===== src/mma_pkg.sv =====
// Shared types, register indexes, codes and the measure-width wrap function
// for the masked moment accumulator. No dependencies.
package mma_pkg;

	// Input item kinds.
	localparam logic [1:0] KIND_ADD   = 2'd0;
	localparam logic [1:0] KIND_CLEAR = 2'd1;
	localparam logic [1:0] KIND_READ  = 2'd2;

	// Configuration register indexes.
	localparam logic [1:0] REG_STATS_MASK    = 2'd0;
	localparam logic [1:0] REG_VALUE_TYPE    = 2'd1;
	localparam logic [1:0] REG_ELEMENT_COUNT = 2'd2;

	// Measure widths.
	localparam logic [1:0] VT_BYTE  = 2'd0;
	localparam logic [1:0] VT_SHORT = 2'd1;
	localparam logic [1:0] VT_INT   = 2'd2;
	localparam logic [1:0] VT_LONG  = 2'd3;

	// Result codes.
	localparam logic [2:0] CODE_COUNT = 3'd0;
	localparam logic [2:0] CODE_SUM1  = 3'd1;
	localparam logic [2:0] CODE_SUM2  = 3'd2;
	localparam logic [2:0] CODE_SUM3  = 3'd3;
	localparam logic [2:0] CODE_SUM4  = 3'd4;
	localparam logic [2:0] CODE_MAX   = 3'd5;
	localparam logic [2:0] CODE_MIN   = 3'd6;

	// Sequencer states of the top level.
	typedef enum logic [1:0] {
		ST_IDLE,
		ST_POW,
		ST_UPDATE,
		ST_EMIT
	} mma_state_t;

	// One row of the per-element partial store.
	typedef struct packed {
		logic [63:0] s1;
		logic [63:0] s2;
		logic [63:0] s3;
		logic [63:0] s4;
		logic [63:0] mx;
		logic [63:0] mn;
	} stat_row_t;

	// Start request to the power unit.
	typedef struct packed {
		logic       start;
		logic [1:0] npow;
	} mma_pow_req_t;

	// Truncate to the measure width and sign-extend back to 64 bits.
	function automatic logic [63:0] fit(input logic [63:0] v, input logic [1:0] vt);
		logic [63:0] r;
		case (vt)
			VT_BYTE:  r = {{56{v[7]}}, v[7:0]};
			VT_SHORT: r = {{48{v[15]}}, v[15:0]};
			VT_INT:   r = {{32{v[31]}}, v[31:0]};
			default:  r = v;
		endcase
		return r;
	endfunction

endpackage


===== src/mma_pow_unit.sv =====
// Power unit: forms x^2, x^3 and x^4, wrapped to the measure width, with one shared 32x32
// multiplier, three partial products per power. Depends on mma_pkg.
module mma_pow_unit (
	input  logic                 clk,
	input  logic                 arst_n,
	input  mma_pkg::mma_pow_req_t req,
	input  logic [63:0]          x,
	input  logic [1:0]           vtype,
	output logic                 done,
	output logic [63:0]          x2,
	output logic [63:0]          x3,
	output logic [63:0]          x4
);

	logic        busy_q;
	logic [1:0]  step_q;
	logic [1:0]  pow_q;
	logic [1:0]  npow_q;
	logic [63:0] cur_q;
	logic [63:0] acc_q;
	logic [63:0] prod_q;
	logic [63:0] x2_q, x3_q, x4_q;
	logic [63:0] a_op;
	logic [31:0] mul_a, mul_b;
	logic [63:0] res;

	// The first power multiplies x by itself, later ones the previous power.
	assign a_op = (pow_q == 2'd0) ? x : cur_q;

	// Operand selection for the three partial products that reach the low 64 bits.
	always_comb begin
		case (step_q)
			2'd1: begin
				mul_a = a_op[31:0];
				mul_b = x[63:32];
			end
			2'd2: begin
				mul_a = a_op[63:32];
				mul_b = x[31:0];
			end
			default: begin
				mul_a = a_op[31:0];
				mul_b = x[31:0];
			end
		endcase
	end

	assign res  = mma_pkg::fit(acc_q + {prod_q[31:0], 32'h0}, vtype);
	assign done = busy_q && (step_q == 2'd3) && (pow_q == npow_q - 2'd1);

	// Step control.
	always_ff @(posedge clk or negedge arst_n) begin
		if (!arst_n) begin
			busy_q <= 1'b0;
			step_q <= 2'd0;
			pow_q  <= 2'd0;
			npow_q <= 2'd0;
		end else if (req.start) begin
			busy_q <= 1'b1;
			step_q <= 2'd0;
			pow_q  <= 2'd0;
			npow_q <= req.npow;
		end else if (busy_q) begin
			step_q <= step_q + 2'd1;
			if (step_q == 2'd3) begin
				pow_q <= pow_q + 2'd1;
				if (done) begin
					busy_q <= 1'b0;
				end
			end
		end
	end

	// Multiply, then accumulate the registered product in the next cycle.
	always_ff @(posedge clk) begin
		prod_q <= mul_a * mul_b;
		case (step_q)
			2'd1: acc_q <= prod_q;
			2'd2: acc_q <= acc_q + {prod_q[31:0], 32'h0};
			default: acc_q <= acc_q;
		endcase
		if (busy_q && step_q == 2'd3) begin
			cur_q <= res;
			case (pow_q)
				2'd0: x2_q <= res;
				2'd1: x3_q <= res;
				default: x4_q <= res;
			endcase
		end
	end

	assign x2 = x2_q;
	assign x3 = x3_q;
	assign x4 = x4_q;

endmodule


===== config.mk =====
export PLATFORM = sky130hd
export DESIGN_NAME = mma_pow_unit
export DESIGN_NICKNAME = d
export VERILOG_FILES = /design/src/mma_pkg.sv /design/src/mma_pow_unit.sv
export SDC_FILE = /design/constraint.sdc
export NUM_CORES = 2
export LEC_CHECK = 0
export ABC_CLOCK_PERIOD_IN_PS = 24300
export BUFFER_PORTS_ARGS = -buffer_cell sky130_fd_sc_hd__buf_2
export CAP_MARGIN = 25
export CORE_MARGIN = 2
export CORE_UTILIZATION = 52
export CTS_CLUSTER_SIZE = 30
export DETAILED_ROUTE_END_ITERATION = 8
export PLACE_DENSITY = 0.69
export SLEW_MARGIN = 20
export SYNTH_ARGS = -nofsm -noshare
export SYNTH_HDL_FRONTEND = slang
export SYNTH_SLANG_ARGS = --single-unit

===== constraint.sdc =====
create_clock -name clk -period 24.3 [get_ports clk]
set_input_delay 2.43 -clock clk [delete_from_list [all_inputs] [get_ports clk]]
set_output_delay 2.43 -clock clk [all_outputs]
set_load 0.02 [all_outputs]

==> results.sh <==
export IMPL_fin_setup_tns_ps=0
export IMPL_fmax_mhz=93.2
export IMPL_drv_cap=0
export IMPL_final_nets=6182
export IMPL_first_pass_iters=6
export IMPL_slew_headroom_pct=22.6
export IMPL_cp_slowest_cell="o21ai_2"
export IMPL_wl_per_cell_um=24.9
export IMPL_setup_violations=0
export IMPL_core_um2=91200
export IMPL_crit_arrival_ps=11150
export IMPL_cpLargestDelayFamily="adder cells"
export IMPL_synthFlopType="edfxtp_1"
export IMPL_start_util_pct=52.3
export IMPL_critPathKind="reg2reg"
export IMPL_cp_start_kind="flip-flop"
export IMPL_async_flop_share_pct=1.79
export IMPL_path_clk_slew_ps=70
export IMPL_synth_top_area_share_pct=37.6
export IMPL_synth_fp_nets=6032
export IMPL_syn_area_per_cell_um2=10.0
export IMPL_worst_pin_slew_ps=1160
export IMPL_grt_antenna_before_repair=6
export IMPL_regToRegStartpoint="step_q[0]"
export IMPL_final_common_cell="fa_1"
export IMPL_h_tree_depth=2
export IMPL_cp_end_kind="flip-flop"
export IMPL_dieWidth_um=307
export IMPL_ant_nets=0
export IMPL_port_buffers=263
export IMPL_clock_skew_ps=19.7
export IMPL_dpl_hpwl_um=117000
export IMPL_status="finished, final reports clean"
export IMPL_synth_area_leaders="fa_1, edfxtp_1, ha_1, inv_1, nor2_1"
export IMPL_yosysTopAreaCell="fa_1"
export IMPL_grt_pass1_vias=37115
export IMPL_grt_usage_pct=33.1
export IMPL_cp_slowest_stage_delay_ps=860
export IMPL_final_layout_size_suffix_gt1_share_pct=10.7
export IMPL_tritoncts="done"
export IMPL_worstHoldPathType="reg2reg"
export IMPL_placed_area_um2=50600
export IMPL_holdBufCountCts=0
export IMPL_hold_violations=0
export IMPL_ys_seq_area_share_pct=23.2
export IMPL_hold_end="x2[5]"
export IMPL_post_cts_buffers=0
export IMPL_drtIter0Drc=3227
export IMPL_io_pins=264
export IMPL_cts_root_buf="clkbuf_16"
export IMPL_grt_pass1_wl_um=230000
export IMPL_hold_path_depth=0
export IMPL_path_buf_inv=6
export IMPL_yosysWarnings=0
export IMPL_drc=0
export IMPL_die_area_um2=94200
export IMPL_final_max_slew_viol_count=0
export IMPL_r2r_slack_ps=13570
export IMPL_vias=35657
export IMPL_final_area_um2=51700
export IMPL_cts_resized=0
export IMPL_clock_latency_ps=530
export IMPL_viasPerCell=5.82
export IMPL_std_cell_rows=111
export IMPL_syn_inst=4765
export IMPL_regToRegEndpoint="prod_q[60]"
export IMPL_reg2reg_depth=28
export IMPL_final_cell_mix="fa_1, inv_1, nor2_1"
export IMPL_die_h_um=307
export IMPL_wirelength_um=152000
export IMPL_yosysUniqueCellTypes=80
export IMPL_critPathRequiredTime_ps=24710
export IMPL_clock_sinks=391
export IMPL_cp_startpoint="step_q[0]"
export IMPL_rsz0062_at_grt="false"
export IMPL_grt_max_degree=68
export IMPL_area_growth_pct=8.40
export IMPL_crit_fanout=62
export IMPL_syn_area_um2=47700
export IMPL_synth_edff_count=320
export IMPL_period_needed_ps=10730
export IMPL_cts_buffers=35
export IMPL_routabilityCongestion=1.02
export IMPL_hp_start="acc_q[5]"
export IMPL_grt_ovfl_total=0
export IMPL_ys_seq_elements=391
export IMPL_period_share_pct=44.2
export IMPL_clock_path_buffers=3
export IMPL_critPathMostFrequentCell="fa_1"
[cells in the mapped netlist (3+ instances only)]
| library cell | n |
|---|---|
| o31a_1 | 5 |
| nor2b_1 | 38 |
| o21ai_0 | 125 |
| o21a_1 | 36 |
| inv_1 | 890 |
| dfxtp_1 | 64 |
| nor3_1 | 16 |
| nor3b_1 | 4 |
| edfxtp_1 | 320 |
| buf_2 | 3 |
| nand2b_1 | 26 |
| dfrtp_1 | 7 |
| a41oi_1 | 5 |
| nor2_1 | 661 |
| fa_1 | 897 |
| and2_1 | 11 |
| ha_1 | 299 |
| a211oi_1 | 11 |
| xnor2_1 | 54 |
| a31o_2 | 3 |
| a21o_1 | 53 |
| nor4_1 | 6 |
| and3_1 | 12 |
| nand3_1 | 28 |
| o211ai_1 | 11 |
| mux2i_1 | 64 |
| a31oi_1 | 8 |
| o31ai_1 | 9 |
| nand4_1 | 20 |
| clkbuf_1 | 223 |
| a211o_1 | 3 |
| a21oi_1 | 107 |
| buf_1 | 9 |
| xor2_1 | 34 |
| o21ai_1 | 21 |
| nand2_1 | 540 |
| mux2_2 | 61 |
| a21boi_0 | 4 |
| o21bai_1 | 18 |
| o311ai_0 | 6 |
[per-layer routing]
layer  GRT usage, %  vias to the layer above  part of all wire, %
met4           19.3                        4                  7.5
met5          0.413                        -                0.045
met3           9.29                      584                   12
met1           42.9                    17922                   37
met2           49.8                     2098                   44
li1               -                    15049                    -
[area by class of cell]
class,count,area (um^2)
well taps,1186,1480
inverters,890,3340
diodes,1,2.50
multi-input cells,3248,32700
clock inverters,15,91.3
repair buffers,349,2000
clock buffers,47,995
fillers,7812,39500
flip-flops and latches,391,11100
[flip-flops by register name, indices dropped and copies added (netlist names)]
name and flops:
acc_q 64, busy_q 1, cur_q 64, npow_q 2, pow_q 2, prod_q 64
step_q 2, x2 64, x3 64, x4 64
[how the worst max path moves through the flow]
stage / endpoint / slack, ps / depth (start not counted)
final: prod_q[60] / 13570 / 28
after global routing: prod_q[60] / 13330 / 28
after CTS: prod_q[62] / 13690 / 26
after detailed placement: prod_q[62] / 13690 / 26
after global placement: prod_q[61] / 13710 / 26
after floorplan: prod_q[48] / 14660 / 26
[cell families (layout without fill, tap and decap cells)]
group,after synthesis,after routing,synth area share [%]
adder cells (fa/ha/maj),1196,1196,45.5
AND/OR/NAND/NOR,1375,1375,11.7
buffers and inverters,1126,1301,8.87
flip-flops,391,391,23.2
other,0,1,0
multiplexers,126,126,2.81
AO/OA/AOI/OAI,463,463,6.35
XOR/XNOR,88,88,1.62
[metrics by stage]
stage          worst slack [ps]  util [%]  std cells  hold WS [ps]
3_3_place_gp              13710      55.4       6061           484
5_1_grt                   13330      56.7       6126           533
3_5_place_dp              13690      55.4       6062           492
4_1_cts                   13690      56.6       6124           505
2_1_floorplan             14660         -       4765           459
6_report                  13570      56.7       6127           504
Power is not shown: default switching activity piles up to over one toggle a cycle in this logic, so the estimate is an artifact.
